==> config.mk <==
export PLATFORM = sky130hd
export DESIGN_NAME = ibb_divider
export DESIGN_NICKNAME = d
export VERILOG_FILES = /design/src/sv/ibb_pkg.sv /design/src/sv/ibb_divider.sv
export SDC_FILE = /design/constraint.sdc
export NUM_CORES = 1
export LEC_CHECK = 0
export ABC_CLOCK_PERIOD_IN_PS = 6450
export BUFFER_PORTS_ARGS = -buffer_cell sky130_fd_sc_hd__buf_4
export CAP_MARGIN = 0
export CORE_UTILIZATION = 56
export DETAILED_ROUTE_END_ITERATION = 7
export PLACE_DENSITY_LB_ADDON = 0.2
export RECOVER_POWER = 25
export SYNTH_ARGS = -nofsm -noshare
export SYNTH_HDL_FRONTEND = slang
export SYNTH_SLANG_ARGS = --single-unit
==> constraint.sdc <==
create_clock -name clk -period 6.45 [get_ports clk]
set_input_delay 0.645 -clock clk [delete_from_list [all_inputs] [get_ports clk]]
set_output_delay 0.645 -clock clk [all_outputs]
set_load 0.02 [all_outputs]
==> src/sv/ibb_pkg.sv <==
// Shared constants and types for the box binning core.
package ibb_pkg;

    localparam int PIXEL_BITS = 16;
    localparam int SUM_W      = 24;
    localparam int MEAN_W     = 24;
    localparam int COORD_W    = 12;
    localparam int MAX_WIDTH  = 4096;
    localparam int MAX_BIN    = 16;
    localparam int BIN_W      = 4;
    localparam int DIM_CFG_W  = 13;
    localparam int BIN_CFG_W  = 5;
    localparam int CFG_DATA_W = 13;
    localparam int CFG_IDX_W  = 2;
    localparam int CNT_W      = 9;
    localparam int FRAC_BITS  = 8;
    localparam int DIV_W      = 32;
    localparam int STEP_W     = 5;

    localparam logic [CFG_IDX_W-1:0] REG_IMAGE_WIDTH  = 2'd0;
    localparam logic [CFG_IDX_W-1:0] REG_IMAGE_HEIGHT = 2'd1;
    localparam logic [CFG_IDX_W-1:0] REG_BIN_FACTOR   = 2'd2;

    typedef enum logic {
        DIV_IDLE,
        DIV_RUN
    } div_state_t;

    typedef struct packed {
        logic [DIV_W-1:0] dividend;
        logic [CNT_W-1:0] divisor;
    } div_req_t;

endpackage

==> src/sv/ibb_divider.sv <==
// Restoring divider, one quotient bit per cycle, for the block mean.
module ibb_divider (
    input  logic                    clk,
    input  logic                    rst_n,
    input  logic                    start,
    input  ibb_pkg::div_req_t       req,
    output logic                    busy,
    output logic                    done,
    output logic [ibb_pkg::DIV_W-1:0] quotient
);
    import ibb_pkg::*;

    div_state_t          state_reg;
    div_state_t          state_next;
    logic [STEP_W-1:0]   step_reg;
    logic [DIV_W-1:0]    num_reg;
    logic [CNT_W-1:0]    den_reg;
    logic [CNT_W-1:0]    rem_reg;
    logic                done_reg;
    logic [CNT_W:0]      shifted;
    logic                ge;
    logic [CNT_W:0]      diff;
    logic                last_step;

    assign shifted   = {rem_reg, num_reg[DIV_W-1]};
    assign ge        = shifted >= {1'b0, den_reg};
    assign diff      = shifted - {1'b0, den_reg};
    assign last_step = step_reg == STEP_W'(DIV_W - 1);

    always_comb
    begin
        state_next = state_reg;
        case (state_reg)
            DIV_IDLE:
            begin
                if (start)
                begin
                    state_next = DIV_RUN;
                end
            end
            DIV_RUN:
            begin
                if (last_step)
                begin
                    state_next = DIV_IDLE;
                end
            end
            default:
            begin
                state_next = DIV_IDLE;
            end
        endcase
    end

    always_ff @(posedge clk or negedge rst_n)
    begin
        if (!rst_n)
        begin
            state_reg <= DIV_IDLE;
            done_reg  <= 1'b0;
        end
        else
        begin
            state_reg <= state_next;
            done_reg  <= (state_reg == DIV_RUN) && last_step;
        end
    end

    always_ff @(posedge clk)
    begin
        if (state_reg == DIV_IDLE && start)
        begin
            num_reg  <= req.dividend;
            den_reg  <= req.divisor;
            rem_reg  <= '0;
            step_reg <= '0;
        end
        else if (state_reg == DIV_RUN)
        begin
            num_reg  <= {num_reg[DIV_W-2:0], ge};
            rem_reg  <= ge ? diff[CNT_W-1:0] : shifted[CNT_W-1:0];
            step_reg <= step_reg + STEP_W'(1);
        end
    end

    assign busy     = state_reg == DIV_RUN;
    assign done     = done_reg;
    assign quotient = num_reg;

endmodule

Word level (Yosys, flattened, before mapping)
Cells that the tools add are included.

storage, ports and cells
  bits in registers = 57
  input bits = 44
  output and inout bits = 34
  word-level logic and storage cells = 20

cells by class
  $add $sub $neg = 2
  order comparisons = 1
  equal/unequal tests = 1
  multiplexer cells = 6
  bitwise operators = 1
  reductions and logical operators = 3

operators by type and width
  cell                                                            count
  32-bit two-way mux                                              2
  10-bit by 9-bit greater-or-equal comparator with 1-bit output   1
  9-bit two-way mux                                               1
  9-bit subtractor                                                1
  5-bit by 1-bit adder with 5-bit output (second input constant)  1
  5-bit == test (second input constant)                           1
  1-bit logical AND                                               2
  1-bit two-way mux                                               2
  1-bit case mux with 2 select lines                              1
  2-bit nonzero test                                              1
  1-bit NOT                                                       1

Longest topological paths before layout
  depth in word-level cells = 3
  depth in mapped cells = 11
  mapped depth without buffers = 9

Worst setup path before layout
Ideal clock, no wire load.

  path type = register to register
  from = reg num_reg[31] (netlist: quotient[31])
  to = reg num_reg[0] (netlist: quotient[0]), data pin
  library setup time = 260 ps
  arrival time = 2724 ps
  required time = 6190 ps
  slack = 3466 ps
  stages on the path, launching flop included = 12
  path buffers = 2
  clock period less this slack = 2984 ps
  cells stage by stage = edfxtp_1 > inv_1 > ha_1 > inv_1 > fa_1 > a21o_1 > a221o_1 > a2111o_1 > buf_6 > and2_4 > buf_6 > mux2_2

between the ends
  cells in the longest elaborated chain, start to end = 3

RTL lines
  item                                                           line               text
  from (decl)                                                    ibb_divider.sv:16  logic [DIV_W-1:0] num_reg;
  from (signal assigned)                                         ibb_divider.sv:73  num_reg <= req.dividend;
  from (signal assigned)                                         ibb_divider.sv:80  num_reg <= {num_reg[DIV_W-2:0], ge};
  10-bit by 9-bit greater-or-equal comparator with 1-bit output  ibb_divider.sv:26  assign ge = shifted >= {1'b0, den_reg};
  32-bit two-way mux                                             ibb_divider.sv:78  else if (state_reg == DIV_RUN)
  32-bit two-way mux                                             ibb_divider.sv:71  if (state_reg == DIV_IDLE && start)

Every way passes these cells. The select of a mux whose other input is x is not followed.
A chain may end at the register's enable or synchronous reset.

Worst setup path in the final report
Ends and elaborated chain as after synthesis.

==> out/qor.log <==
qor: drt.post-route-drc-count 0
qor: clocking.tritoncts.num_buffers 9
qor: clocking.cts_hold_buf 0
qor: place.dp_slack 3.52 ns
qor: clocking.cts-htree-levels 3
qor: layout.design_area 0.00353 sq mm
qor: global_routing.grt_start_max_net_pins 42
qor: drt.vias 1978
qor: global_routing.grt.overflow.total 0
qor: timing.timing_max_transition_violations_final 0
qor: floorplan.die_y 72.3 um
qor: job.timing.max_cap.violations 0
qor: floorplan.row_count 25
qor: timing.period_share 46.1%
qor: drt.drt-total-wl 5490 um
qor: pwr.power.share.switching 36.2%
qor: yosys.synth_nets 273
qor: yosys.synth.avg_cell_area 12.7 sq um
qor: drt.drt-initial-drc-count 78
qor: layout.n_fill_cell 338
qor: worst_setup_path.timing.critical_path.arrival 3.05 ns
qor: layout.layout-drive-gt1-share 37.0%
qor: floorplan.initial_utilization 58.6%
qor: timing.grt_setup_unrepaired no
qor: timing.worst_slew_pin_slew 1.09 ns
qor: yosys.xor_and_xnor_fraction_of_the_mapped_netlist_area 2.53%
qor: clocking.ctsRootBufferMaster clkbuf_8
qor: timing.worst_clock_skew 0.00792 ns
qor: pwr.share_clk_of_total_power 18.5%
qor: place.place.detailed.hpwl 3810 um
qor: yosys.syn_inst 217
qor: pwr.ir_drop 0.000326 V
qor: drt.drt_first_pass_iters 4
qor: drt.vias_per_cell 5.39
qor: pwr.cell_internal_pwr 1.20 mW
qor: clocking.clkTransAtPathRegs 0.07 ns
qor: drt.antenna_left 0
qor: yosys.netlist_top_cells_area edfxtp_1 45%, mux2_2 13%, dfxtp_1 10%, ha_1 5.0%, nand2_1 2.6%
qor: worst_setup_path.cp.required 6.53 ns
qor: timing.timing.max_slew.rel_slack 27.2%
qor: yosys.largest_family_of_logic_cells_by_synthesized_area multiplexers
qor: timing.layout_min_cycle_time 2.97 ns
qor: place.finalWeightedCongestion 0.815
qor: clocking.clock_latency 0.33 ns
qor: layout.finalNetCount 352
qor: yosys.dominantRegCellSynth edfxtp_1
qor: floorplan.io_pins 78
qor: yosys.synth_enable_flop_cells 41
qor: worst_setup_path.critPathMaxFanout 10
qor: clocking.max-clock-path-buffers 2
qor: clocking.clock_sink_count 57
qor: place.placedInstanceArea 0.00339 sq mm
qor: yosys.synth_top_area_cell edfxtp_1
qor: worst_setup_path.crit_path_end_kind register
qor: timing.setup_violations 0
qor: layout.insertedDiodeCount 0
qor: layout.flow.area_growth_from_synthesis 27.5%
qor: global_routing.global_route_wire_length_before_repair 8870 um
qor: clocking.cts_setup_buffers 0
qor: global_routing.grtUsageTotal 22.8%
qor: yosys.synth_common_cells 41 x edfxtp_1, 32 x mux2_2, 19 x nand2_1
qor: timing.worst_hold_slack 0.0856 ns
qor: yosys.synth_sequential_area_ratio 56.4%
qor: worst_setup_path.critPathLaunchType register
qor: pwr.combPwrFrac 43.7%
qor: floorplan.die_width 72.3 um
qor: clocking.cts_repair_resize_count 0
qor: floorplan.core_region_area 0.00472 sq mm
qor: yosys.yosysWarnings 0
qor: yosys.synth_compound_area_share 7.91%
qor: yosys.most_frequently_used_cell_type_in_the_post_synthesis_netlist edfxtp_1
qor: yosys.count_of_state_elements_after_synthesis 57
qor: timing.final_critical_path_setup_slack 3.48 ns
qor: pwr.p_leak 1.47 nW
qor: yosys.synth_mux_area_share 13.7%
qor: floorplan.die_area 0.00523 sq mm
qor: clocking.tritoncts done
qor: status.run_status complete, no violations
qor: timing.fmaxAchievable 337 MHz
qor: worst_setup_path.worstRegToRegCells 9
qor: yosys.synthAdderAreaFrac 5.70%
qor: worst_setup_path.setup.worst_path.class register to register
qor: drt.routedWlPerCell 14.9 um
qor: global_routing.grt_antenna_before_repair 0
qor: timing.finalSetupTns 0 ns
qor: yosys.async_flop_share 3.51%
qor: global_routing.first_global_vias 1939
qor: yosys.post_synth_instance_area 0.00277 sq mm
qor: hold_path.timing.hold.worst.class input port to asynchronous set/reset pin
qor: pwr.total_switching_power 0.684 mW
qor: timing.final_hold_viol_count 0
qor: place.io_buffer_count 77
qor: yosys.synth.top_cell.area_share 44.5%
qor: yosys.synth_cell_types 41
qor: yosys.synth-simple-area-share 10.1%
qor: layout.largest_register_ff_count 32
qor: pwr.p_seq_share 37.8%
qor: pwr.power_density 535 mW/mm^2
==> per-stage QoR <==
stage	instances	total power, mW	utilization, %
3_5_place_dp	352	1.58	71.8
3_3_place_gp	352	1.56	71.8
2_1_floorplan	217	1.31	-
5_1_grt	367	2.00	74.7
4_1_cts	367	1.94	76.0
6_report	367	1.89	74.7
==> power by group through the flow <==
stage | logic (mW) | registers (mW) | clock network (mW)
after floorplan | 0.481 | 0.826 | 0
after global placement | 0.842 | 0.714 | 0
after detailed placement | 0.862 | 0.719 | 0
after CTS | 0.870 | 0.717 | 0.355
after global routing | 0.897 | 0.735 | 0.372
final | 0.824 | 0.714 | 0.350
==> worst paths after layout <==
path                              start           to  slack [ns]
min in group clk            step_reg[3]  step_reg[3]        0.50
hold reg to reg             step_reg[3]  step_reg[3]        0.50
max in group asynchronous         rst_n         busy        6.24
setup / recovery           quotient[31]  quotient[0]        3.48
setup reg to reg           quotient[31]  quotient[0]        3.48
hold / removal                    rst_n         done        0.09
==> metal layers <==
layer | global-route usage (%) | vias up | share of wire, %
met5 | 0 | - | 0
met4 | 10.0 | 0 | 1.5
met3 | 8.61 | 11 | 6.3
met2 | 35.9 | 61 | 49
met1 | 28.1 | 944 | 43
li1 | - | 962 | -
==> critical path: stages, from the launching register on <==
cell and delay, ns:
edfxtp_1 0.41, inv_1 0.08, ha_1 0.15, inv_1 0.05
fa_1 0.40, a21o_1 0.20, a221o_1 0.36, a2111o_1 0.57
and2_4 0.23, mux2_2 0.26
==> cells in the final DEF (no fill, tap or decap), drive strengths merged, types with 2 or more instances in the layout <==
master / count
a2111o: 2
a21o: 4
a21oi: 4
a311o: 2
and2: 4
and3: 2
buf: 52
bufinv: 2
clkbuf: 37
clkinv: 2
dfrtp: 2
dfxtp: 14
edfxtp: 41
ha: 11
inv: 12
mux2: 32
mux2i: 2
nand2: 19
nand2b: 5
nand3: 2
nand4: 6
nor2: 7
nor2b: 2
nor3: 3
o211ai: 6
o21ai: 5
or3: 2
xnor2: 4
xor2: 4
==> logic make-up (layout without fill, tap and decap cells) <==
logic type	after synthesis	count (layout)
xor+xnor	8	8
fa+ha+maj	12	12
flops	57	57
buf+inv	22	105
simple gates	55	55
mux	34	34
compound gates	29	29
==> final cells by class <==
class,count,area [sq um],share of cell area [%]
sequential,57,1560,44.3
timing repair buffer,78,522,14.8
clock inverter,4,68.8,1.95
tap,67,83.8,2.38
clock buffer,11,131,3.72
inverter,12,45.0,1.28
multi-input combinational,138,1110,31.6
(Power assumes the default switching activity.)
